[config.mk]
export PLATFORM = sky130hd
export DESIGN_NAME = gvcf_div
export DESIGN_NICKNAME = d
export VERILOG_FILES = /design/src/rtl/gravity_vector_complementary_filter_macros.svh /design/src/rtl/gvcf_pkg.sv /design/src/rtl/gvcf_div.sv
export SDC_FILE = /design/constraint.sdc
export NUM_CORES = 1
export LEC_CHECK = 0
export ABC_CLOCK_PERIOD_IN_PS = 2600
export BUFFER_PORTS_ARGS = -buffer_cell sky130_fd_sc_hd__buf_2
export CAP_MARGIN = 20
export CORE_MARGIN = 10
export CORE_UTILIZATION = 51
export DETAILED_ROUTE_END_ITERATION = 8
export PLACE_DENSITY_LB_ADDON = 0.1
export SLEW_MARGIN = 0
export SYNTH_ARGS = -nofsm -noshare
export SYNTH_HDL_FRONTEND = slang
export SYNTH_SLANG_ARGS = --single-unit
[constraint.sdc]
create_clock -name aclk -period 2.6 [get_ports aclk]
set_input_delay 0.65 -clock aclk [delete_from_list [all_inputs] [get_ports aclk]]
set_output_delay 0.65 -clock aclk [all_outputs]
set_load 0.005 [all_outputs]
[src/rtl/gravity_vector_complementary_filter_macros.svh]
// assertion macros for the gravity vector filter
// expects aclk and aresetn in the scope where a macro is used
`ifndef GRAVITY_VECTOR_COMPLEMENTARY_FILTER_MACROS_SVH
`define GRAVITY_VECTOR_COMPLEMENTARY_FILTER_MACROS_SVH

// consequent checked in the same cycle
`define GVCF_ASSERT_SAME(label, ante, cons, msg) \
    label: assert property (@(posedge aclk) disable iff (!aresetn) (ante) |-> (cons)) \
        else $error(msg);

// consequent checked in the next cycle
`define GVCF_ASSERT_NEXT(label, ante, cons, msg) \
    label: assert property (@(posedge aclk) disable iff (!aresetn) (ante) |=> (cons)) \
        else $error(msg);

`endif

[src/rtl/gvcf_pkg.sv]
// shared widths, register codes, reset values and helper functions
// of the gravity vector filter; no dependencies
`timescale 1ns / 1ps
`default_nettype none

package gvcf_pkg;

    localparam int SFB_DEFAULT = 28;

    localparam int ST_W     = 32;
    localparam int LP_W     = 24;
    localparam int ALPHA_W  = 16;
    localparam int ACCLIM_W = 15;
    localparam int RATE_W   = 24;
    localparam int ACC_W    = 16;
    localparam int OUT_W    = 16;
    localparam int MAG_W    = 32;

    localparam int CFG_IDX_W  = 3;
    localparam int CFG_DATA_W = 24;

    localparam logic [CFG_IDX_W-1:0] CFG_LOOP_PERIOD    = 3'd0;
    localparam logic [CFG_IDX_W-1:0] CFG_ALPHA_GROUND   = 3'd1;
    localparam logic [CFG_IDX_W-1:0] CFG_ALPHA_AIR      = 3'd2;
    localparam logic [CFG_IDX_W-1:0] CFG_ALPHA_PREFILT  = 3'd3;
    localparam logic [CFG_IDX_W-1:0] CFG_ACCEL_MIN      = 3'd4;
    localparam logic [CFG_IDX_W-1:0] CFG_ACCEL_MAX      = 3'd5;

    localparam logic [LP_W-1:0]     RST_LOOP_PERIOD   = 24'd16777;
    localparam logic [ALPHA_W-1:0]  RST_ALPHA_GROUND  = 16'd64880;
    localparam logic [ALPHA_W-1:0]  RST_ALPHA_AIR     = 16'd65470;
    localparam logic [ALPHA_W-1:0]  RST_ALPHA_PREFILT = 16'd0;
    localparam logic [ACCLIM_W-1:0] RST_ACCEL_MIN     = 15'd2867;
    localparam logic [ACCLIM_W-1:0] RST_ACCEL_MAX     = 15'd5325;

    // cordic
    localparam int CORDIC_ITERS = 16;
    localparam int CX_W         = 36;
    localparam int Z_W          = 20;
    localparam logic signed [Z_W-1:0] HALF_PI_Q16 = 20'sd102944;

    typedef logic signed [ST_W-1:0] sword_t;

    function automatic logic signed [Z_W-1:0] atan_q16(input logic [3:0] i);
        case (i)
            4'd0:    return 20'sd51472;
            4'd1:    return 20'sd30385;
            4'd2:    return 20'sd16055;
            4'd3:    return 20'sd8150;
            4'd4:    return 20'sd4091;
            4'd5:    return 20'sd2047;
            4'd6:    return 20'sd1024;
            4'd7:    return 20'sd512;
            4'd8:    return 20'sd256;
            4'd9:    return 20'sd128;
            4'd10:   return 20'sd64;
            4'd11:   return 20'sd32;
            4'd12:   return 20'sd16;
            4'd13:   return 20'sd8;
            4'd14:   return 20'sd4;
            default: return 20'sd2;
        endcase
    endfunction

    function automatic sword_t sat32(input logic signed [63:0] v);
        if (v > 64'sd2147483647) begin
            return 32'sh7fffffff;
        end else if (v < -64'sd2147483648) begin
            return 32'sh80000000;
        end
        return v[31:0];
    endfunction

    function automatic logic signed [OUT_W-1:0] sat16(input logic signed [63:0] v);
        if (v > 64'sd32767) begin
            return 16'sh7fff;
        end else if (v < -64'sd32768) begin
            return 16'sh8000;
        end
        return v[15:0];
    endfunction

endpackage

`default_nettype wire

[src/rtl/gvcf_div.sv]
// restoring divider, one quotient bit per cycle, 32-bit quotient
// caller keeps the quotient below 2^32; depends on gvcf_pkg
`timescale 1ns / 1ps
`default_nettype none

module gvcf_div
    import gvcf_pkg::*;
(
    input  wire              aclk,
    input  wire              aresetn,
    input  wire              start,
    input  wire  [63:0]      num,
    input  wire  [MAG_W-1:0] den,
    output logic             done,
    output logic [31:0]      quo
);

    logic [31:0]      rem_reg, rem_next;
    logic [31:0]      low_reg, low_next;
    logic [MAG_W-1:0] den_reg, den_next;
    logic [31:0]      quo_reg, quo_next;
    logic [4:0]       cnt_reg, cnt_next;
    logic             busy_reg, busy_next;
    logic             done_reg, done_next;
    logic [32:0]      rs;

    always_comb begin
        rem_next  = rem_reg;
        low_next  = low_reg;
        den_next  = den_reg;
        quo_next  = quo_reg;
        cnt_next  = cnt_reg;
        busy_next = busy_reg;
        done_next = 1'b0;
        rs        = {rem_reg, low_reg[31]};
        if (start) begin
            rem_next  = num[63:32];
            low_next  = num[31:0];
            den_next  = den;
            quo_next  = '0;
            cnt_next  = '0;
            busy_next = 1'b1;
        end else if (busy_reg) begin
            low_next = {low_reg[30:0], 1'b0};
            if (rs >= {1'b0, den_reg}) begin
                rem_next = 32'(rs - {1'b0, den_reg});
                quo_next = {quo_reg[30:0], 1'b1};
            end else begin
                rem_next = rs[31:0];
                quo_next = {quo_reg[30:0], 1'b0};
            end
            cnt_next = cnt_reg + 5'd1;
            if (cnt_reg == 5'd31) begin
                busy_next = 1'b0;
                done_next = 1'b1;
            end
        end
    end

    always_ff @(posedge aclk) begin
        if (!aresetn) begin
            busy_reg <= 1'b0;
            done_reg <= 1'b0;
            cnt_reg  <= '0;
        end else begin
            busy_reg <= busy_next;
            done_reg <= done_next;
            cnt_reg  <= cnt_next;
        end
        rem_reg <= rem_next;
        low_reg <= low_next;
        den_reg <= den_next;
        quo_reg <= quo_next;
    end

    assign done = done_reg;
    assign quo  = quo_reg;

endmodule

`default_nettype wire

==> run summary <==
share of cells above drive strength 1 = 49.1%
Die X-Extent = 141 um
main flop type after synthesis = edfxtp_1
Req. time, crit path = 2810 ps
routability cong. = 0.935
final setup violation count = 31
core area = 0.0144 mm2
Clock Sinks = 135
P_leak = 4.55 nW
first-pass GRT wire length = 31500 um
worst hold slack = 395 ps
failing checks = setup timing
Worst-path clk slew = 60 ps
Seq/Total Area, Yosys = 49.3%
cells after synthesis = 650
Rel. slew slack = 55.5%
data arrival time of the worst path = 3180 ps
Post-Synthesis Cell Area = 0.00744 mm2
starting density of the core = 51.6%
Root Buffer = clkbuf_16
placed wire-length estimate = 13600 um
FILL cells = 984
FF-to-FF setup slack = -370 ps
most common cell after layout, fill and taps aside = buf_2
vias per inst = 5.50
area grow syn2layout = 41.7%
die height = 141 um
Num CTS Buffers = 17
antenna fix cells = 0
outcome = finished with violations
Fin Setup TNS = -7980 ps
critical path peak fanout = 4
worst hold start = den[8]
FF-to-FF path depth = 13
synthesized netlist net count = 784
WS Path Type = flop to flop
row count = 44
CTS tree = yes
setup ws final = -375 ps
pre-CTS setup slack = -302 ps
drt total wl = 20100 um
overall die area = 0.0198 mm2
Least-Margin Pin Slew = 663 ps
Hold Fails Final Rpt = 0
synth unique cells = 70
Post-synth EDFFs = 96
Critical R2R Launch = rem_reg[1]
Wirelength per Cell = 18.3 um
Synthesis Warnings = 0
pin count of the biggest net entering global routing = 79
initial antenna violation count = 2
clock latency at the later pin of the worst-skew pair = 430 ps
I/O Pins = 132
global-route usage over all layers = 19.5%
detailed-route via count = 6052
Hold Path Stages = 1
grt total ovfl = 0
H-tree depth = 4
Final Critical Period = 2970 ps
asr flop ratio synth = 0%
CTS max path bufs = 2
most frequent cells in the layout = 130 x buf_2, 111 x buf_4, 96 x edfxtp_1
mean area per synthesized cell = 11.4 um2
max-cap check violation count = 0
Hold Crit Class = input port to flop
PortBufs = 131
Final Net Count = 1038
pwr dens = 1040 mW/mm2
unrepaired setup endpoints after global routing = yes
Yosys reg bits = 135
critical path endpoint category = flop
Util after Layout = 73.1%
Pre-antenna DRT Iters = 5
worst vdd ir = 0.666 mV
DRC viols = 0
FF-to-FF End = rem_reg[28]
vias in the first global route = 6471
Tcrit/Tclk final = 114%
Tot Pwr = 10.9 mW
fmax = 336 MHz
Routed Antenna Nets = 0
Worst Setup Start Kind = flop
Slew Limit Fails = 0
Iter 0 DRT Violations = 443
Worst Skew = 13.6 ps
WHS Endpoint = den_reg[8]
-- synthesized netlist by cell type (all sizes together), types with 5 or more instances --
library cell	number	area share [%]
edfxtp	96	39
mux2	60	9.6
nor2	55	2.8
inv	46	2.3
a21oi	45	3.2
dfxtp	39	10
mux2i	36	4.8
ha	34	5.7
nand2	27	1.4
o21ai	21	1.5
clkbuf	16	1.1
nand3	16	1.2
a21o	15	1.5
xnor2	15	1.8
nor2b	13	1.1
buf	10	1.3
nor3	10	0.67
xor2	9	1.1
a211oi	8	0.94
and2	7	0.64
o211ai	6	0.61
nand4	5	0.42
or3	5	0.42
-- layout make-up --
| class | count | area [um2] | area share (%) |
|---|---|---|---|
| Inverter | 46 | 173 | 1.64 |
| Multi-Input combinational cell | 443 | 4090 | 38.9 |
| Timing Repair Buffer | 261 | 1810 | 17.1 |
| Sequential cell | 135 | 3660 | 34.8 |
| Clock buffer | 19 | 464 | 4.41 |
| Clock inverter | 13 | 105 | 0.997 |
| Tap cell | 184 | 230 | 2.18 |
-- cells by family after synthesis --
family | Yosys count | synth area share (%)
AOI/OAI and AO/OA | 127 | 11.8
buffers and inverters | 72 | 4.76
DFF | 135 | 49.3
xor gates and xnor gates | 24 | 2.83
adders and majority gates | 35 | 5.99
and+or+nand+nor | 161 | 10.9
muxes | 96 | 14.5
-- per-layer routing --
layer / GRT usage (%) / part of all wire [%] / vias up
met4: 7.72 / 2.7 / 4
met2: 33.2 / 50 / 221
met1: 21.9 / 40 / 2884
met5: 0 / 0.11 / -
met3: 6.55 / 7.2 / 45
li1: - / - / 2898
-- timing repair --
action,4_1_cts,5_1_grt
buffers inserted,24,14
gates resized for setup,69,54
endpoints found under the setup margin,32,33
endpoints found under the hold margin,0,0
hold buffers,0,0
gates cloned,3,0
pin swaps,27,33
-- report_power, final --
group          total [mW]  switching, mW  internal [mW]
clock                2.32          0.998           1.33
combinational        5.67           2.56           3.11
sequential           2.92          0.207           2.71
total                10.9           3.77           7.14
-- through the flow --
stage,instances,cell area (um2)
after CTS,1090,10200
after floorplan,650,7580
after detailed placement,1032,9020
final,1101,10500
after global placement,1032,9020
after global routing,1101,10500
-- worst max-delay path by stage --
stage	from	end	slack, ps	depth (start not counted)
4_1_cts	low_reg[31]	rem_reg[16]	-270	12
5_1_grt	rem_reg[0]	rem_reg[28]	-480	15
6_report	rem_reg[1]	rem_reg[28]	-370	13
3_3_place_gp	rem_reg[3]	rem_reg[11]	-260	9
3_5_place_dp	low_reg[31]	rem_reg[28]	-300	12
2_1_floorplan	rem_reg[25]	rem_reg[10]	-180	12
-- critical path, cell delays in order (launching register included) --
cell	delay, ps
edfxtp_1	460
ha_4	340
nand4_1	180
nor4_4	370
a31oi_4	130
o311a_4	160
nand3_4	80
and2_4	170
buf_4	120
buf_8	130
buf_12	110
buf_16	90
nor3_1	50
nor4_1	360
(Power assumes the default switching activity.)
