===== config.mk =====
export PLATFORM = sky130hd
export DESIGN_NAME = gvcf_cordic
export DESIGN_NICKNAME = d
export VERILOG_FILES = /design/src/rtl/gravity_vector_complementary_filter_macros.svh /design/src/rtl/gvcf_pkg.sv /design/src/rtl/gvcf_cordic.sv
export SDC_FILE = /design/constraint.sdc
export NUM_CORES = 1
export LEC_CHECK = 0
export BUFFER_PORTS_ARGS = -buffer_cell sky130_fd_sc_hd__buf_2
export CORE_ASPECT_RATIO = 1.5
export CORE_MARGIN = 10
export CORE_UTILIZATION = 50
export DETAILED_ROUTE_END_ITERATION = 6
export GPL_ROUTABILITY_DRIVEN = 0
export GPL_TIMING_DRIVEN = 0
export PLACE_DENSITY = 0.7
export SETUP_SLACK_MARGIN = 0.02
export SLEW_MARGIN = 20
export SYNTH_ARGS = -nofsm -noshare
export SYNTH_HDL_FRONTEND = slang
export SYNTH_SLANG_ARGS = --single-unit

===== constraint.sdc =====
create_clock -name aclk -period 8.1 [get_ports aclk]
set_input_delay 0.405 -clock aclk [delete_from_list [all_inputs] [get_ports aclk]]
set_output_delay 0.405 -clock aclk [all_outputs]
set_load 0.01 [all_outputs]

===== src/rtl/gravity_vector_complementary_filter_macros.svh =====
// assertion macros for the gravity vector filter
// expects aclk and aresetn in the scope where a macro is used
`ifndef GRAVITY_VECTOR_COMPLEMENTARY_FILTER_MACROS_SVH
`define GRAVITY_VECTOR_COMPLEMENTARY_FILTER_MACROS_SVH

// consequent checked in the same cycle
`define GVCF_ASSERT_SAME(label, ante, cons, msg) \
    label: assert property (@(posedge aclk) disable iff (!aresetn) (ante) |-> (cons)) \
        else $error(msg);

// consequent checked in the next cycle
`define GVCF_ASSERT_NEXT(label, ante, cons, msg) \
    label: assert property (@(posedge aclk) disable iff (!aresetn) (ante) |=> (cons)) \
        else $error(msg);

`endif


===== src/rtl/gvcf_pkg.sv =====
// shared widths, register codes, reset values and helper functions
// of the gravity vector filter; no dependencies
`timescale 1ns / 1ps
`default_nettype none

package gvcf_pkg;

    localparam int SFB_DEFAULT = 28;

    localparam int ST_W     = 32;
    localparam int LP_W     = 24;
    localparam int ALPHA_W  = 16;
    localparam int ACCLIM_W = 15;
    localparam int RATE_W   = 24;
    localparam int ACC_W    = 16;
    localparam int OUT_W    = 16;
    localparam int MAG_W    = 32;

    localparam int CFG_IDX_W  = 3;
    localparam int CFG_DATA_W = 24;

    localparam logic [CFG_IDX_W-1:0] CFG_LOOP_PERIOD    = 3'd0;
    localparam logic [CFG_IDX_W-1:0] CFG_ALPHA_GROUND   = 3'd1;
    localparam logic [CFG_IDX_W-1:0] CFG_ALPHA_AIR      = 3'd2;
    localparam logic [CFG_IDX_W-1:0] CFG_ALPHA_PREFILT  = 3'd3;
    localparam logic [CFG_IDX_W-1:0] CFG_ACCEL_MIN      = 3'd4;
    localparam logic [CFG_IDX_W-1:0] CFG_ACCEL_MAX      = 3'd5;

    localparam logic [LP_W-1:0]     RST_LOOP_PERIOD   = 24'd16777;
    localparam logic [ALPHA_W-1:0]  RST_ALPHA_GROUND  = 16'd64880;
    localparam logic [ALPHA_W-1:0]  RST_ALPHA_AIR     = 16'd65470;
    localparam logic [ALPHA_W-1:0]  RST_ALPHA_PREFILT = 16'd0;
    localparam logic [ACCLIM_W-1:0] RST_ACCEL_MIN     = 15'd2867;
    localparam logic [ACCLIM_W-1:0] RST_ACCEL_MAX     = 15'd5325;

    // cordic
    localparam int CORDIC_ITERS = 16;
    localparam int CX_W         = 36;
    localparam int Z_W          = 20;
    localparam logic signed [Z_W-1:0] HALF_PI_Q16 = 20'sd102944;

    typedef logic signed [ST_W-1:0] sword_t;

    function automatic logic signed [Z_W-1:0] atan_q16(input logic [3:0] i);
        case (i)
            4'd0:    return 20'sd51472;
            4'd1:    return 20'sd30385;
            4'd2:    return 20'sd16055;
            4'd3:    return 20'sd8150;
            4'd4:    return 20'sd4091;
            4'd5:    return 20'sd2047;
            4'd6:    return 20'sd1024;
            4'd7:    return 20'sd512;
            4'd8:    return 20'sd256;
            4'd9:    return 20'sd128;
            4'd10:   return 20'sd64;
            4'd11:   return 20'sd32;
            4'd12:   return 20'sd16;
            4'd13:   return 20'sd8;
            4'd14:   return 20'sd4;
            default: return 20'sd2;
        endcase
    endfunction

    function automatic sword_t sat32(input logic signed [63:0] v);
        if (v > 64'sd2147483647) begin
            return 32'sh7fffffff;
        end else if (v < -64'sd2147483648) begin
            return 32'sh80000000;
        end
        return v[31:0];
    endfunction

    function automatic logic signed [OUT_W-1:0] sat16(input logic signed [63:0] v);
        if (v > 64'sd32767) begin
            return 16'sh7fff;
        end else if (v < -64'sd32768) begin
            return 16'sh8000;
        end
        return v[15:0];
    endfunction

endpackage

`default_nettype wire


===== src/rtl/gvcf_cordic.sv =====
// vectoring cordic for atan2(y, x), one micro-rotation per cycle
// result in radians q3.12; depends on gvcf_pkg
`timescale 1ns / 1ps
`default_nettype none

module gvcf_cordic
    import gvcf_pkg::*;
(
    input  wire                     aclk,
    input  wire                     aresetn,
    input  wire                     start,
    input  wire  signed [ST_W-1:0]  y_in,
    input  wire  signed [ST_W-1:0]  x_in,
    output logic                    done,
    output logic signed [OUT_W-1:0] angle
);

    logic signed [CX_W-1:0]  x_reg, x_next, y_reg, y_next;
    logic signed [Z_W-1:0]   z_reg, z_next;
    logic [3:0]              it_reg, it_next;
    logic                    busy_reg, busy_next;
    logic                    done_reg, done_next;
    logic signed [OUT_W-1:0] angle_reg, angle_next;
    logic signed [CX_W-1:0]  xs, ys, dx, dy;

    always_comb begin
        x_next     = x_reg;
        y_next     = y_reg;
        z_next     = z_reg;
        it_next    = it_reg;
        busy_next  = busy_reg;
        done_next  = 1'b0;
        angle_next = angle_reg;
        xs         = CX_W'(x_in);
        ys         = CX_W'(y_in);
        dx         = y_reg >>> it_reg;
        dy         = x_reg >>> it_reg;
        if (start) begin
            it_next = '0;
            if (x_in == '0 && y_in == '0) begin
                // both operands zero: angle is zero
                angle_next = '0;
                done_next  = 1'b1;
            end else begin
                busy_next = 1'b1;
                if (xs < 0) begin
                    if (ys >= 0) begin
                        x_next = ys;
                        y_next = -xs;
                        z_next = HALF_PI_Q16;
                    end else begin
                        x_next = -ys;
                        y_next = xs;
                        z_next = -HALF_PI_Q16;
                    end
                end else begin
                    x_next = xs;
                    y_next = ys;
                    z_next = '0;
                end
            end
        end else if (busy_reg) begin
            if (y_reg > 0) begin
                x_next = x_reg + dx;
                y_next = y_reg - dy;
                z_next = z_reg + atan_q16(it_reg);
            end else begin
                x_next = x_reg - dx;
                y_next = y_reg + dy;
                z_next = z_reg - atan_q16(it_reg);
            end
            it_next = it_reg + 4'd1;
            if (it_reg == 4'(CORDIC_ITERS - 1)) begin
                busy_next  = 1'b0;
                done_next  = 1'b1;
                angle_next = sat16((64'(z_next) + 64'sd8) >>> 4);
            end
        end
    end

    always_ff @(posedge aclk) begin
        if (!aresetn) begin
            busy_reg <= 1'b0;
            done_reg <= 1'b0;
            it_reg   <= '0;
        end else begin
            busy_reg <= busy_next;
            done_reg <= done_next;
            it_reg   <= it_next;
        end
        x_reg     <= x_next;
        y_reg     <= y_next;
        z_reg     <= z_next;
        angle_reg <= angle_next;
    end

    assign done  = done_reg;
    assign angle = angle_reg;

endmodule

`default_nettype wire


==> results.py, run 1 <==
metrics = {
    "sta": {
        "setup_slack_ns": 0.378,
        "rsz0062_at_grt": "no",
        "final_hold_viol_count": 0,
        "finalCriticalPeriod_ns": 7.72,
        "period_share": 0.953,
        "clock_skew_ns": 0.0148,
        "drv_slew": 0,
        "finalSetupViolCount": 0,
        "timing.slew.headroom": 0.213,
        "max_slew.worst_pin.slew_ns": 1.18,
        "fmax_mhz": 129,
        "fin_tns_setup_ns": 0,
    },
    "finish": {
        "nFillCells": 3310,
        "drive_gt1_frac": 0.147,
        "final_net_count": 2445,
        "syn2layout_area_growth_pct": 9.39,
        "final_cell_mix": "nand2_1, o21ai_0, nor2_1",
        "layout_commonest_cell": "nand2_1",
    },
    "synth": {
        "async_flop_share": 0,
        "synth_compound_area_frac": 0.231,
        "synth_area_mm2": 0.0184,
        "synth_top_family_by_area": "compound AO/OA/AOI/OAI gates",
        "avgSynthCellArea_um2": 8.46,
        "synth_xor_area_frac": 0.101,
        "synth_ff_type": "edfxtp_1",
        "yosysUniqueCellTypes": 98,
        "yosysWarnings": 0,
        "synthCells": 2169,
        "synth_edf_count": 108,
        "synth_nets": 2344,
        "synthSimpleGateAreaFrac": 0.188,
        "ys_seq_area_frac": 0.201,
        "synth-seq-cells": 130,
        "synthMuxAreaShare": 0.161,
        "synth-adder-area-share": 0.0748,
    },
    "placement": {
        "dp_hpwl_um": 57500,
        "port_buffers": 82,
        "place_ws_ns": -0.418,
    },
    "global_routing": {
        "grt_util_all_layers": 0.324,
        "grt_busiest_layer": "met2",
        "use_met3": 0.0786,
        "grt.met1_usage": 0.328,
        "grt-ovfl-total": 0,
        "grtUsageMet2": 0.552,
        "grt_pass1_wl_um": 111000,
        "grt_start_max_net_pins": 42,
        "grt_pass1_vias": 19100,
        "antenna_found_initial": 2,
    },
    "min_path": {
        "hold_path.class": "in -> reg",
    },
    "clock_tree": {
        "clock-sinks": 130,
        "cts_buffers": 17,
        "insertion_delay_ns": 0.47,
        "cts_setup_buffers": 0,
        "clock_path_buffers": 2,
        "clock-root-buffer": "clkbuf_16",
        "clk_pin_slew_ns": 0.06,
        "cts_max_level": 4,
        "cts_hold_buf": 0,
        "cts_tree": "built",
    },
    "setup_path": {
        "required_ns": 8.29,
        "crit_type": "reg -> reg",
        "start_kind": "flip-flop",
        "arrival_ns": 7.92,
        "cp-end-kind": "flip-flop",
        "crit_fanout": 10,
    },
    "die": {
        "core_mm2": 0.0361,
        "ios": 84,
        "die_w_um": 176,
        "rows": 85,
        "die-area_mm2": 0.0449,
        "die_h_um": 255,
        "start_util": 0.509,
    },
    "routing": {
        "drt-wirelength-per-cell_um": 26.9,
        "dr.pass1.iters": 7,
        "totalWireLength_um": 74400,
        "drc_errors": 0,
        "vias": 19500,
        "drtIter0Drc": 2522,
        "postRouteAntennaNets": 0,
        "post_drt_via_cell_ratio": 7.04,
    },
    "pwr": {
        "p_leak_nw": 7.77,
        "power.density_mw_per_mm2": 547,
        "peakVddDrop_uv": 222,
    },
    "status": {
        "status": "finished clean",
    },
    "flow_run": {
        "drv_cap": 0,
    },
}
==> cells in the mapped netlist (5+ instances only) <==
cell type,instances,share of area
dfxtp_1,22,0.024
ha_1,105,0.072
nand4_1,14,0.0048
nand3b_1,5,0.0020
nor3b_1,15,0.0061
and2_1,14,0.0048
o211a_1,7,0.0038
and3_1,21,0.0072
a21boi_0,5,0.0020
o22ai_1,6,0.0020
o41ai_1,9,0.0043
inv_1,55,0.011
buf_2,25,0.0068
nor2_1,161,0.033
a31o_2,6,0.0029
clkbuf_1,69,0.014
or4_1,17,0.0070
or3_1,21,0.0072
a211oi_1,15,0.0061
buf_4,5,0.0020
nor4_1,19,0.0065
xor2_1,102,0.049
o21bai_1,8,0.0033
o21ai_0,181,0.049
nor3_1,52,0.014
buf_6,7,0.0043
nand2b_1,26,0.0089
o31ai_1,32,0.013
mux4_2,86,0.11
a21oi_1,158,0.043
a21o_1,42,0.017
edfxtp_1,108,0.18
xnor2_1,109,0.052
or2_2,14,0.0048
nand3_1,56,0.015
mux2i_1,42,0.023
a31oi_1,32,0.011
mux2_2,43,0.026
nor2b_1,19,0.0065
o21a_1,27,0.011
o211ai_1,69,0.028
nand2_1,210,0.043
buf_1,20,0.0041
a221oi_1,6,0.0029
==> report_power, final <==
group	internal [mW]	leakage [nW]	switching (mW)
clock network	0.497	0.288	0.314
logic	3.47	6.22	4.96
registers	1.18	1.27	0.574
total	5.14	7.77	5.85
==> routing by layer <==
metal | share of wire | up-vias
met3 | 0.10 | 495
met5 | 0.0011 | -
met4 | 0.10 | 2
met1 | 0.32 | 9062
met2 | 0.47 | 1423
li1 | - | 8469
==> path summary, 6_finish.rpt <==
kind,from,end,slack [ns],depth (start not counted)
hold / removal,aresetn,done,0.25,2
setup / recovery,y_reg[31],y_reg[28],0.38,17
hold reg to reg,it_reg[0],it_reg[1],0.70,3
setup reg to reg,y_reg[31],y_reg[28],0.38,17
==> logic make-up after synthesis <==
family,after synthesis
DFF,130
and+or+nand+nor,695
muxes,177
AOI/OAI and AO/OA,664
buffers and inverters,184
adders and majority gates,108
xor gates and xnor gates,211
==> layout make-up <==
cell class	instances	area [µm²]	share of cell area
multi-input cells	1855	13900	0.694
repair buffers	85	462	0.0230
inverters	57	218	0.0108
clock inverters	10	133	0.00660
clock buffers	22	464	0.0231
diodes	1	2.50	0.000125
plain buffers	124	594	0.0296
flip-flops and latches	130	3680	0.183
well taps	478	598	0.0298
==> critical path, cell delays in order, from the launching register on <==
cell and delay, ns:
edfxtp_1 0.54, nor4_1 0.82, nand4_1 0.53, o31ai_1 0.53, clkbuf_1 0.77, clkbuf_1 0.73, nor2_1 0.12, a221oi_1 0.56
ha_1 0.43, and3_1 0.27, a221o_1 0.35, a21oi_1 0.20, o211ai_1 0.14, a31oi_1 0.52, o22ai_1 0.24, o41ai_1 0.38
xnor2_1 0.17, o21ai_0 0.13
==> what timing repair did <==
| action | 4_1_cts | 5_1_grt |
|---|---|---|
| resized for setup | 3 | 14 |
| pin swaps | 0 | 0 |
| setup endpoints to repair | 4 | 26 |
==> stage by stage <==
step            util  cell area (µm²)  power, mW  std cells  hold WS [ns]
2_1_floorplan      -            18400       7.65       2169         0.527
3_3_place_gp   0.537            19400       9.53       2729         0.671
3_5_place_dp   0.539            19400       9.69       2732         0.674
4_1_cts        0.556            20000       10.6       2763         0.244
5_1_grt        0.557            20100       11.7       2762         0.259
6_report       0.557            20100       11.0       2762         0.250
Note: power is estimated with default switching activity, not from simulation.
==> run 2, diff against run 1 <==
--- a/config.mk
+++ b/config.mk
@@ -12,7 +12,7 @@
 export DETAILED_ROUTE_END_ITERATION = 6
 export GPL_ROUTABILITY_DRIVEN = 0
 export GPL_TIMING_DRIVEN = 0
-export PLACE_DENSITY = 0.7
+export PLACE_DENSITY_LB_ADDON = 0.1
 export SETUP_SLACK_MARGIN = 0.02
 export SLEW_MARGIN = 20
 export SYNTH_ARGS = -nofsm -noshare
==> run 2 against run 1 <==
  * Final cell count is essentially flat
  * Via count shrank 0.33%
  * Total power grew 0.63%
  * Register-to-register slack lost 0.15 ns
  * Clock-buffer cell count shrank 5
  * Critical path depth grew 11
  * Sequential power is essentially flat
  * Critical path type unchanged
==> results.py, run 2 (synthesized netlist as in run 1, its figures left out) <==
metrics = {
    "status": {
        "status": "finished clean",
    },
    "finish": {
        "final_net_count": 2446,
        "layout_commonest_cell": "nand2_1",
        "fin_cells": 2763,
        "syn2layout_area_growth_pct": 9.16,
        "nFillCells": 3360,
        "final_cell_mix": "nand2_1, o21ai_0, nor2_1",
        "drive_gt1_frac": 0.147,
    },
    "clock_tree": {
        "insertion_delay_ns": 0.46,
        "cts_setup_buffers": 0,
        "clock-sinks": 130,
        "cts_resized": 3,
        "clock-root-buffer": "clkbuf_16",
        "clock_path_buffers": 2,
        "cts_hold_buf": 0,
        "cts_buffers": 17,
        "cts_max_level": 4,
        "clk_pin_slew_ns": 0.07,
        "cts_tree": "built",
    },
    "routing": {
        "drc_errors": 0,
        "vias": 19400,
        "post_drt_via_cell_ratio": 7.02,
        "drtIter0Drc": 1999,
        "dr.pass1.iters": 7,
        "postRouteAntennaNets": 0,
        "totalWireLength_um": 76700,
        "drt-wirelength-per-cell_um": 27.8,
    },
    "pwr": {
        "p_leak_nw": 7.75,
        "totalPowerFinal_mw": 11.1,
        "peakVddDrop_uv": 329,
        "power.density_mw_per_mm2": 552,
    },
    "sta": {
        "setup_slack_ns": 0.225,
        "period_share": 0.972,
        "finalCriticalPeriod_ns": 7.88,
        "drv_slew": 0,
        "max_slew.worst_pin.slew_ns": 1.20,
        "finalSetupViolCount": 0,
        "clock_skew_ns": 0.0154,
        "final_hold_viol_count": 0,
        "fmax_mhz": 127,
        "rsz0062_at_grt": "no",
        "timing.slew.headroom": 0.198,
    },
    "placement": {
        "dp.cells": 2731,
        "dp_hpwl_um": 59700,
        "place_ws_ns": -0.352,
        "port_buffers": 82,
    },
    "global_routing": {
        "grt_pass1_wl_um": 113000,
        "grt_pass1_vias": 18800,
        "grt_start_max_net_pins": 50,
        "grt-ovfl-total": 0,
        "grt_util_all_layers": 0.335,
        "antenna_found_initial": 2,
    },
    "die": {
        "die_h_um": 255,
        "start_util": 0.509,
        "rows": 85,
        "core_mm2": 0.0361,
        "die-area_mm2": 0.0449,
        "die_w_um": 176,
        "ios": 84,
    },
    "setup_path": {
        "arrival_ns": 8.07,
        "cp-end-kind": "flip-flop",
        "r2r-start": "it_reg[0]",
        "start_kind": "flip-flop",
        "worstSetupStartpoint": "it_reg[0]",
        "required_ns": 8.29,
        "cp_slowest_cell": "buf_1",
        "crit_type": "reg -> reg",
        "crit_fanout": 10,
        "cpPeakStageDelay_ns": 0.66,
    },
    "min_path": {
        "hp-start": "aresetn",
        "hold_path.class": "in -> reg",
    },
    "flow_run": {
        "drv_cap": 0,
    },
}
[run 2: cell count changes in the layout (fill, tap and decap cells not counted), moves of 2 or more]
cell,delta
clkinv_4,+5
buf_12,-2
buf_2,+2
clkbuf_1,-4
buf_1,+2
clkbuf_4,-2
inv_6,+2
clkbuf_8,-2
[run 2: report_power, final]
part           total, mW  leakage (nW)  internal [mW]  switching [mW]
sequential          1.77          1.27           1.17           0.592
combinational       8.48          6.20           3.47            5.01
clock              0.805         0.281          0.455           0.350
[run 2: path summary, 6_finish.rpt]
| check | cells after the start | slack, ns | endpoint |
|---|---|---|---|
| max | 28 | 0.22 | x_reg[34] |
| min | 2 | 0.26 | done |
| min reg2reg | 3 | 0.71 | busy_reg |
| max reg2reg | 28 | 0.22 | x_reg[34] |
[run 2: final cells by class]
cell class	instances	area, µm²	area share
Multi-Input combinational cell	1855	13900	0.694
Clock inverter	15	159	0.00793
Clock buffer	17	425	0.0212
Inverter	57	214	0.0107
Tap cell	478	598	0.0298
Buffer	126	603	0.0301
Timing Repair Buffer	84	449	0.0224
Sequential cell	130	3680	0.184
Antenna cell	1	2.50	0.000125
[run 2: stage by stage]
stage	hold slack [ns]	instance area, µm²	utilization	setup TNS (ns)
5_1_grt	0.256	20000	0.556	0
4_1_cts	0.250	20000	0.555	0
6_report	0.257	20000	0.556	0
3_5_place_dp	0.667	19400	0.539	-0.698
3_3_place_gp	0.660	19400	0.537	-0.375
2_1_floorplan	0.527	18400	-	0
[run 2: routing by layer]
layer / global-route usage / wire [µm]
met5: 0.0135 / 82
met4: 0.300 / 7910
met3: 0.0688 / 7050
met2: 0.569 / 36600
met1: 0.341 / 25000
[run 2: worst max-delay path, delay by kind of cell (launching register included)]
kind / cells / cell delay (ns)
buffers and inverters: 7 / 2.37
adders and majority gates: 2 / 0.49
muxes: 1 / 0.35
and+or+nand+nor: 9 / 1.97
xor gates and xnor gates: 2 / 0.30
AOI/OAI and AO/OA: 7 / 1.77
DFF: 1 / 0.33
