`src/rtl/gravity_vector_complementary_filter_macros.svh`:
```
// assertion macros for the gravity vector filter
// expects aclk and aresetn in the scope where a macro is used
`ifndef GRAVITY_VECTOR_COMPLEMENTARY_FILTER_MACROS_SVH
`define GRAVITY_VECTOR_COMPLEMENTARY_FILTER_MACROS_SVH

// consequent checked in the same cycle
`define GVCF_ASSERT_SAME(label, ante, cons, msg) \
    label: assert property (@(posedge aclk) disable iff (!aresetn) (ante) |-> (cons)) \
        else $error(msg);

// consequent checked in the next cycle
`define GVCF_ASSERT_NEXT(label, ante, cons, msg) \
    label: assert property (@(posedge aclk) disable iff (!aresetn) (ante) |=> (cons)) \
        else $error(msg);

`endif

```
`src/rtl/gvcf_pkg.sv`:
```
// shared widths, register codes, reset values and helper functions
// of the gravity vector filter; no dependencies
`timescale 1ns / 1ps
`default_nettype none

package gvcf_pkg;

    localparam int SFB_DEFAULT = 28;

    localparam int ST_W     = 32;
    localparam int LP_W     = 24;
    localparam int ALPHA_W  = 16;
    localparam int ACCLIM_W = 15;
    localparam int RATE_W   = 24;
    localparam int ACC_W    = 16;
    localparam int OUT_W    = 16;
    localparam int MAG_W    = 32;

    localparam int CFG_IDX_W  = 3;
    localparam int CFG_DATA_W = 24;

    localparam logic [CFG_IDX_W-1:0] CFG_LOOP_PERIOD    = 3'd0;
    localparam logic [CFG_IDX_W-1:0] CFG_ALPHA_GROUND   = 3'd1;
    localparam logic [CFG_IDX_W-1:0] CFG_ALPHA_AIR      = 3'd2;
    localparam logic [CFG_IDX_W-1:0] CFG_ALPHA_PREFILT  = 3'd3;
    localparam logic [CFG_IDX_W-1:0] CFG_ACCEL_MIN      = 3'd4;
    localparam logic [CFG_IDX_W-1:0] CFG_ACCEL_MAX      = 3'd5;

    localparam logic [LP_W-1:0]     RST_LOOP_PERIOD   = 24'd16777;
    localparam logic [ALPHA_W-1:0]  RST_ALPHA_GROUND  = 16'd64880;
    localparam logic [ALPHA_W-1:0]  RST_ALPHA_AIR     = 16'd65470;
    localparam logic [ALPHA_W-1:0]  RST_ALPHA_PREFILT = 16'd0;
    localparam logic [ACCLIM_W-1:0] RST_ACCEL_MIN     = 15'd2867;
    localparam logic [ACCLIM_W-1:0] RST_ACCEL_MAX     = 15'd5325;

    // cordic
    localparam int CORDIC_ITERS = 16;
    localparam int CX_W         = 36;
    localparam int Z_W          = 20;
    localparam logic signed [Z_W-1:0] HALF_PI_Q16 = 20'sd102944;

    typedef logic signed [ST_W-1:0] sword_t;

    function automatic logic signed [Z_W-1:0] atan_q16(input logic [3:0] i);
        case (i)
            4'd0:    return 20'sd51472;
            4'd1:    return 20'sd30385;
            4'd2:    return 20'sd16055;
            4'd3:    return 20'sd8150;
            4'd4:    return 20'sd4091;
            4'd5:    return 20'sd2047;
            4'd6:    return 20'sd1024;
            4'd7:    return 20'sd512;
            4'd8:    return 20'sd256;
            4'd9:    return 20'sd128;
            4'd10:   return 20'sd64;
            4'd11:   return 20'sd32;
            4'd12:   return 20'sd16;
            4'd13:   return 20'sd8;
            4'd14:   return 20'sd4;
            default: return 20'sd2;
        endcase
    endfunction

    function automatic sword_t sat32(input logic signed [63:0] v);
        if (v > 64'sd2147483647) begin
            return 32'sh7fffffff;
        end else if (v < -64'sd2147483648) begin
            return 32'sh80000000;
        end
        return v[31:0];
    endfunction

    function automatic logic signed [OUT_W-1:0] sat16(input logic signed [63:0] v);
        if (v > 64'sd32767) begin
            return 16'sh7fff;
        end else if (v < -64'sd32768) begin
            return 16'sh8000;
        end
        return v[15:0];
    endfunction

endpackage

`default_nettype wire

```
`src/rtl/gvcf_sqrt.sv`:
```
// bit-serial floor square root, two radicand bits per cycle
// depends on gvcf_pkg
`timescale 1ns / 1ps
`default_nettype none

module gvcf_sqrt
    import gvcf_pkg::*;
(
    input  wire              aclk,
    input  wire              aresetn,
    input  wire              start,
    input  wire  [63:0]      radicand,
    output logic             done,
    output logic [MAG_W-1:0] root
);

    logic [63:0]      rad_reg, rad_next;
    logic [34:0]      rem_reg, rem_next;
    logic [MAG_W-1:0] root_reg, root_next;
    logic [4:0]       cnt_reg, cnt_next;
    logic             busy_reg, busy_next;
    logic             done_reg, done_next;
    logic [34:0]      rem_sh;
    logic [34:0]      trial;

    always_comb begin
        rad_next  = rad_reg;
        rem_next  = rem_reg;
        root_next = root_reg;
        cnt_next  = cnt_reg;
        busy_next = busy_reg;
        done_next = 1'b0;
        rem_sh    = {rem_reg[32:0], rad_reg[63:62]};
        trial     = {1'b0, root_reg, 2'b01};
        if (start) begin
            rad_next  = radicand;
            rem_next  = '0;
            root_next = '0;
            cnt_next  = '0;
            busy_next = 1'b1;
        end else if (busy_reg) begin
            rad_next = {rad_reg[61:0], 2'b00};
            if (rem_sh >= trial) begin
                rem_next  = rem_sh - trial;
                root_next = {root_reg[MAG_W-2:0], 1'b1};
            end else begin
                rem_next  = rem_sh;
                root_next = {root_reg[MAG_W-2:0], 1'b0};
            end
            cnt_next = cnt_reg + 5'd1;
            if (cnt_reg == 5'd31) begin
                busy_next = 1'b0;
                done_next = 1'b1;
            end
        end
    end

    always_ff @(posedge aclk) begin
        if (!aresetn) begin
            busy_reg <= 1'b0;
            done_reg <= 1'b0;
            cnt_reg  <= '0;
        end else begin
            busy_reg <= busy_next;
            done_reg <= done_next;
            cnt_reg  <= cnt_next;
        end
        rad_reg  <= rad_next;
        rem_reg  <= rem_next;
        root_reg <= root_next;
    end

    assign done = done_reg;
    assign root = root_reg;

endmodule

`default_nettype wire

```
`config.mk`:
```
export PLATFORM = sky130hd
export DESIGN_NAME = gvcf_sqrt
export DESIGN_NICKNAME = d
export VERILOG_FILES = /design/src/rtl/gravity_vector_complementary_filter_macros.svh /design/src/rtl/gvcf_pkg.sv /design/src/rtl/gvcf_sqrt.sv
export SDC_FILE = /design/constraint.sdc
export NUM_CORES = 1
export LEC_CHECK = 0
export ABC_AREA = 1
export BUFFER_PORTS_ARGS = -buffer_cell sky130_fd_sc_hd__buf_2
export CAP_MARGIN = 20
export CORE_MARGIN = 4
export CORE_UTILIZATION = 30
export CTS_CLUSTER_DIAMETER = 30
export DETAILED_ROUTE_END_ITERATION = 10
export GPL_TIMING_DRIVEN = 0
export PLACE_DENSITY = 0.57
export SLEW_MARGIN = 30
export SYNTH_ARGS = -nofsm -noshare
export SYNTH_HDL_FRONTEND = slang
export SYNTH_SLANG_ARGS = --single-unit
```
`constraint.sdc`:
```
create_clock -name aclk -period 5.31 [get_ports aclk]
set_input_delay 0.2655 -clock aclk [delete_from_list [all_inputs] [get_ports aclk]]
set_output_delay 0.2655 -clock aclk [all_outputs]
set_load 0.005 [all_outputs]
```
==> results of run 1 <==
[cells in the mapped netlist (all sizes together)]
cell	number	area, um^2
o21ai	3	15.0
a21oi	24	124
xor2	15	131
o22ai	31	194
nand3	74	370
a31oi	1	6.26
edfxtp	64	1920
nor3	13	65.1
and2	2	12.5
nor4	3	33.8
nor2	59	234
ha	36	450
a21o	1	7.51
nand3b	9	67.6
clkbuf	21	78.8
o21bai	6	45.0
nand4	9	56.3
dfxtp	72	1440
buf	11	76.3
inv	153	574
clkinv	1	3.75
a211oi	1	7.51
nand2	556	2120
or2	1	6.26
[power groups by stage]
| stage | combinational [uW] | clock, uW | sequential [uW] |
|---|---|---|---|
| 4_1_cts | 2940 | 1250 | 1290 |
| 3_3_place_gp | 2920 | 0 | 1310 |
| 5_1_grt | 3340 | 1290 | 1300 |
| 3_5_place_dp | 2930 | 0 | 1310 |
| 6_report | 2940 | 1230 | 1290 |
| 2_1_floorplan | 2150 | 0 | 1300 |
[worst max-delay path: cells and delay by family (launching register included)]
family | cells | cell delay [ns]
flip-flops | 1 | 0.32
adder cells (fa/ha/maj) | 1 | 0.39
AND/OR/NAND/NOR | 9 | 1.45
buffers and inverters | 2 | 0.25
[layout make-up]
| type | instances | area [um^2] | area share |
|---|---|---|---|
| buffer | 32 | 159 | 0.0166 |
| clock buffer | 17 | 425 | 0.0444 |
| clock inverter | 15 | 174 | 0.0182 |
| inverter | 154 | 578 | 0.0603 |
| multi-input combinational | 844 | 3950 | 0.412 |
| sequential | 136 | 3360 | 0.351 |
| tap | 335 | 419 | 0.0437 |
| timing repair buffer | 100 | 515 | 0.0538 |
[per-stage QoR]
step                      worst slack (ns)  total power, uW  std cells  area [um^2]   util
after floorplan                       2.29             3440       1166         8040      -
after detailed placement              2.79             4240       1601         8980  0.343
final                                 2.78             5450       1633         9580  0.366
after global routing                  2.59             5930       1633         9580  0.366
after global placement                1.12             4230       1600         8960  0.342
after CTS                             2.78             5480       1633         9580  0.366
[kinds of logic after synthesis]
group | after synthesis
and+or+nand+nor | 726
AOI/OAI and AO/OA | 67
buffers and inverters | 186
xor gates and xnor gates | 15
adders and majority gates | 36
DFF | 136
[routing by layer]
layer | wire, um | global-route usage
met5 | 13 | 0
met4 | 164 | 0.0376
met3 | 1200 | 0.0313
met2 | 10400 | 0.261
met1 | 11200 | 0.212
[final timing paths]
path / from / endpoint / slack [ns] / depth (start not counted)
hold / removal: radicand[19] / rad_reg[19]$_DFFE_PP_ / 0.1 / 3
setup reg to reg: root[17]$_SDFFE_PP0P_ / rem_reg[20]$_SDFFE_PP0P_ / 2.78 / 12
setup / recovery: root[17]$_SDFFE_PP0P_ / rem_reg[20]$_SDFFE_PP0P_ / 2.78 / 12
hold reg to reg: rem_reg[31]$_SDFFE_PP0P_ / rem_reg[31]$_SDFFE_PP0P_ / 0.46 / 2
==> reports/qor.txt, run 1 <==
Seq cells post-synth: 136
Power Internal: 2870 uW
hold_buf cts: 0
largest net degree at the start of global routing: 41
Hold Slack: 0.0975 ns
Layout area overhead: 19.1%
sequential cell area fraction in the yosys report: 0.418
drt via density: 4.54
Sequential Power Share: 0.236
Initial Util: 0.307
Critical Path End Type: flop
Post-Syn Nets: 1269
clock buffer count from CTS: 17
max reg flops: 64
Final Max Slew Viols: 0
post-synthesis cell count: 1166
gr ovfl total: 0
CTS resizes: 0
Nets: 1388
Port-buffer cells: 99
PwrDens: 569 nW/um^2
Core ar.: 26200 um^2
Syn Area/Cell: 6.90 um^2
Die Wd: 172 um
Initial DRT Pass Iterations: 5
Total GRT Usage: 0.157
Critical Path AT: 2.85 ns
DRT antenna net count: 0
Residual DRC: 0
H-tree depth: 4
Cell variety after synth: 36
crit path launch type: flop
crit-path most repeated cell: nand2_1
Adder-Cell Fraction of Synth Area: 0.0560
clk_lat worst skew: 0.43 ns
Clock Tree Root: clkbuf_16
share of layout cells above drive strength 1: 0.119
Max stage delay on crit path: 0.39 ns
worst-case clock skew: 0.0124 ns
Clock Power Share: 0.225
Post-CTS Setup Bufs: 0
Post-Synth Simple-Gate Area: 0.369
count of final hold-check violations: 0
number of antenna violations at the first check in global routing: 1
switching share of power: 0.475
Synth Area in XOR/XNOR: 0.0163
vias: 7418
combinational family with the most area after synthesis: simple AND/OR/NAND/NOR gates
HPWL Detailed: 17.9 mm
Ports: 100
Static Leak: 0.00502 uW
mux contribution to synthesized area: 0
Chip Height: 172 um
net switching power: 2590 uW
row count: 59
Netlist Area Pre-Place: 8040 um^2
CTS tree: yes
Fill cells: 2848
Final Cycle Share: 0.476
Worst path slowest cell: ha_1
most common cell after layout, fill and taps aside: nand2_1
worst-path fanout max: 10
required time worst endpoint: 5.63 ns
Max-cap violations: 0
most frequent cells in the layout: 550 x nand2_1, 152 x inv_1, 103 x buf_2, 74 x nand3_1, 72 x dfxtp_1
status: completed
final setup fails: 0
Synth Warn #: 0
Max VDD drop: 0.000252 V
First DRT Iteration DRCs: 381
routed wire length: 22.9 mm
WL/cell: 14.0 um
compound-cell area share of the yosys netlist: 0.0496
power share of the combinational group: 0.539
RSZ-0062 raised after global routing: no
setup tns final: 0 ns
Period minus WS final: 2.53 ns
clock sink total: 136
hold crit path type: primary input to flop
CP Class: flop to flop
crit-path cells: inv_1 -> ha_1 -> nand2_1 -> nor2_1 -> nand2_1 -> nor4_4 -> nand2_4 -> nand2_8 -> buf_6 -> nand3_1 -> nand3_1 -> nand2_1
clk slew on worst S/H paths: 0.07 ns
diodes inserted: 0
Peak Freq: 0.396 GHz
Final GP Congestion: 0.904
Slew @ Worst Pin: 0.698 ns
die area: 29500 um^2
vias in the first global route: 7283
Rel. slew slack: 0.533
clock buffer depth: 2
first-pass GRT wire length: 36.7 mm
Note: power is estimated with default switching activity, not from simulation.
==> run 2: changes to the inputs <==
--- a/config.mk
+++ b/config.mk
@@ -5,7 +5,7 @@
 export SDC_FILE = /design/constraint.sdc
 export NUM_CORES = 1
 export LEC_CHECK = 0
-export ABC_AREA = 1
+export ABC_AREA = 0
 export BUFFER_PORTS_ARGS = -buffer_cell sky130_fd_sc_hd__buf_2
 export CAP_MARGIN = 20
 export CORE_MARGIN = 4
@@ -13,7 +13,7 @@
 export CTS_CLUSTER_DIAMETER = 30
 export DETAILED_ROUTE_END_ITERATION = 10
 export GPL_TIMING_DRIVEN = 0
-export PLACE_DENSITY = 0.57
+export PLACE_DENSITY = 0.59
 export SLEW_MARGIN = 30
 export SYNTH_ARGS = -nofsm -noshare
 export SYNTH_HDL_FRONTEND = slang
==> constraint.sdc (replaced) <==
create_clock -name aclk -period 2.2 [get_ports aclk]
set_input_delay 0.11 -clock aclk [delete_from_list [all_inputs] [get_ports aclk]]
set_output_delay 0.11 -clock aclk [all_outputs]
set_load 0.005 [all_outputs]
==> run 2 against run 1 <==
Net effect:
- the run now ends with negative setup slack left
- sequential cell count is the same
- hold slack got worse by 0.077 ns
- area after synthesis down 6.8%
- via count decreased by 19%
- critical endpoint is now rem_reg[27]$_SDFFE_PP0P_
- largest power group unchanged
==> reports/qor.txt, run 2 <==
status: complete, but fails checks
failing checks: negative setup slack
first-pass GRT wire length: 32.1 mm
mux contribution to synthesized area: 0.172
WL/cell: 15.8 um
Static Leak: 0.00424 uW
PwrDens: 1320 nW/um^2
Adder-Cell Fraction of Synth Area: 0.0601
clk slew on worst S/H paths: 0.06 ns
gr ovfl total: 0
Worst Hold Path EP: rad_reg[62]$_DFFE_PP_
most frequent cells in the layout: 98 x buf_2, 74 x nor2_1, 64 x edfxtp_1, 63 x mux2_2, 63 x dlygate4sd3_1
hold path depth: 2
Post-synth top cells: 77 x nor2_1, 72 x dfxtp_1, 64 x edfxtp_1
most numerous cell in the Yosys netlist: nor2_1
required time worst endpoint: 2.49 ns
top cells by area, synth: edfxtp_1 26%, dfxtp_1 19%, mux2_2 9.5%
diodes inserted: 0
most common cell after layout, fill and taps aside: buf_2
crit-path cells: inv_1 -> ha_4 -> buf_6 -> nand2_2 -> o211ai_1 -> o211ai_1 -> a2111oi_4 -> nor3_2 -> o21bai_2 -> buf_6 -> buf_8 -> mux2i_1 -> o22ai_1
CP Class: flop to flop
drt via density: 4.76
Chip Height: 166 um
Clock Tree Root: clkbuf_16
Nets: 1025
Die Wd: 166 um
CTS tree: yes
Rel. slew slack: 0.462
Synth Warn #: 0
Final GP Congestion: 0.821
Seq cells post-synth: 136
Placed Area: 8610 um^2
Ports: 100
RSZ-0062 raised after global routing: yes
H-tree depth: 4
Total GRT Usage: 0.142
hold crit path type: primary input to flop
flop-to-flop setup slack: -0.44 ns
Post-Syn Nets: 813
combinational family with the most area after synthesis: multiplexers
count of final hold-check violations: 0
fin cells: 1259
Synth Area in XOR/XNOR: 0.0339
DRT antenna net count: 0
start point of the worst hold path: radicand[62]
Cell variety after synth: 68
design area: 10600 um^2
Initial DRT Pass Iterations: 5
asr flop ratio synth: 0
Core ar.: 24500 um^2
routed wire length: 19.8 mm
largest net degree at the start of global routing: 25
register area: 3400 um^2
EDFF count, synth: 64
vias in the first global route: 6125
Peak Freq: 0.378 GHz
top cell type by total area after synthesis: edfxtp_1
sequential cell area fraction in the yosys report: 0.449
Period minus WS final: 2.64 ns
die area: 27600 um^2
worst-path fanout max: 10
Final Max Slew Viols: 0
Post-Synth Simple-Gate Area: 0.108
max reg flops: 64
clock buffer depth: 2
multi-input logic area: 4360 um^2
crit path launch type: flop
R2R Path Start: root[5]$_SDFFE_PP0P_
number of antenna violations at the first check in global routing: 0
post-synthesis cell count: 710
vias: 5997
clock buffer count from CTS: 17
First DRT Iteration DRCs: 295
Initial Util: 0.307
Final Cycle Share: 1.20
HPWL Detailed: 13.3 mm
Max-cap violations: 0
final setup fails: 34
clk_lat worst skew: 0.42 ns
Netlist Area Pre-Place: 7500 um^2
Synth Flop Type: dfxtp_1
Worst path slowest cell: a2111oi_4
Max stage delay on crit path: 0.40 ns
clock sink total: 136
worst-case clock skew: 0.0104 ns
final setup margin: -0.443 ns
Slew @ Worst Pin: 0.806 ns
Port-buffer cells: 98
Layout area overhead: 41.6%
share of layout cells above drive strength 1: 0.389
Critical Path End Type: flop
top cell type's share of synthesized area: 0.256
Fill cells: 2341
dpl cells: 1134
Max VDD drop: 0.00101 V
row count: 57
Syn Area/Cell: 10.6 um^2
R2R cell count: 13
Residual DRC: 0
Critical Path AT: 2.93 ns
compound-cell area share of the yosys netlist: 0.126
R2R Path End: rem_reg[27]$_SDFFE_PP0P_
run 2: cell types whose count changed after synthesis, moves of 17 or more:
cell | previous run | this run
nand2_1 | 550 | 34
inv_1 | 152 | 48
nand3_1 | 74 | 10
mux2_2 | 0 | 63
mux2i_1 | 0 | 57
o22ai_1 | 31 | 1
a211oi_1 | 1 | 23
nor2_1 | 56 | 77
xnor2_1 | 0 | 21
o21ai_0 | 2 | 19
run 2: worst max-delay path, delay by kind of cell (launching register included):
kind	cells	cell delay [ns]
AO/OA/AOI/OAI	5	1.00
AND/OR/NAND/NOR	2	0.15
flip-flops	1	0.33
buffers and inverters	4	0.54
multiplexers	1	0.23
adder cells (fa/ha/maj)	1	0.26
run 2: metrics by stage:
step           TNS [ns]  power, uW  worst slack, ns  utilization  hold WS (ns)
3_3_place_gp     -78.11       9110           -0.779        0.350         0.349
3_5_place_dp     -33.81       9150           -0.714        0.352         0.346
4_1_cts          -12.04      13600           -0.431        0.426       0.00104
2_1_floorplan    -10.08       7980           -0.361            -         0.228
5_1_grt          -17.27      14800           -0.574        0.434       0.00477
6_report         -12.79      14000           -0.443        0.434        0.0200
run 2: cell families after synthesis:
kind of cell,count (synthesis)
simple gates,173
flops,136
compound gates,130
mux,121
buf+inv,85
fa+ha+maj,36
xor+xnor,29
run 2: how the worst max path moves through the flow:
stage                     cells after the start                  endpoint                   from  slack, ns
after floorplan                              14  rem_reg[25]$_SDFFE_PP0P_  root[24]$_SDFFE_PP0P_      -0.36
after global placement                        5  rem_reg[23]$_SDFFE_PP0P_    busy_reg$_SDFF_PN0_      -0.78
after detailed placement                     13  rem_reg[18]$_SDFFE_PP0P_  root[22]$_SDFFE_PP0P_      -0.71
after CTS                                    13   rem_reg[5]$_SDFFE_PP0P_   root[1]$_SDFFE_PP0P_      -0.43
after global routing                         13   rem_reg[8]$_SDFFE_PP0P_   root[5]$_SDFFE_PP0P_      -0.57
final                                        13  rem_reg[27]$_SDFFE_PP0P_   root[5]$_SDFFE_PP0P_      -0.44
run 2: timing repair:
item,in CTS,in global routing
setup endpoints to repair,67,56
buffers inserted,28,5
pin swaps,32,19
endpoints found under the hold margin,64,0
gates cloned,3,0
hold buffers,63,0
gates resized for setup,86,41
run 2: layout make-up:
type | count | share of cell area
multi-input combinational | 489 | 0.411
clock buffer | 17 | 0.0401
buffer | 32 | 0.0202
timing repair buffer | 197 | 0.138
timing repair inverter | 1 | 0.000471
tap | 324 | 0.0382
sequential | 136 | 0.320
clock inverter | 15 | 0.0153
inverter | 48 | 0.0173
run 2: metal layers:
layer,vias to the layer above,wire (um),GRT usage
met4,0,452,0.0448
met3,26,655,0.0298
li1,3021,-,-
met1,2835,9210,0.188
met2,115,9520,0.235
met5,-,0,0
run 2: power by group:
part           internal [uW]  total (uW)  switching, uW  leakage (uW)
logic                   4140        7950           3820       0.00271
clock network           1600        2840           1240      0.000280
registers               2990        3220            226       0.00124
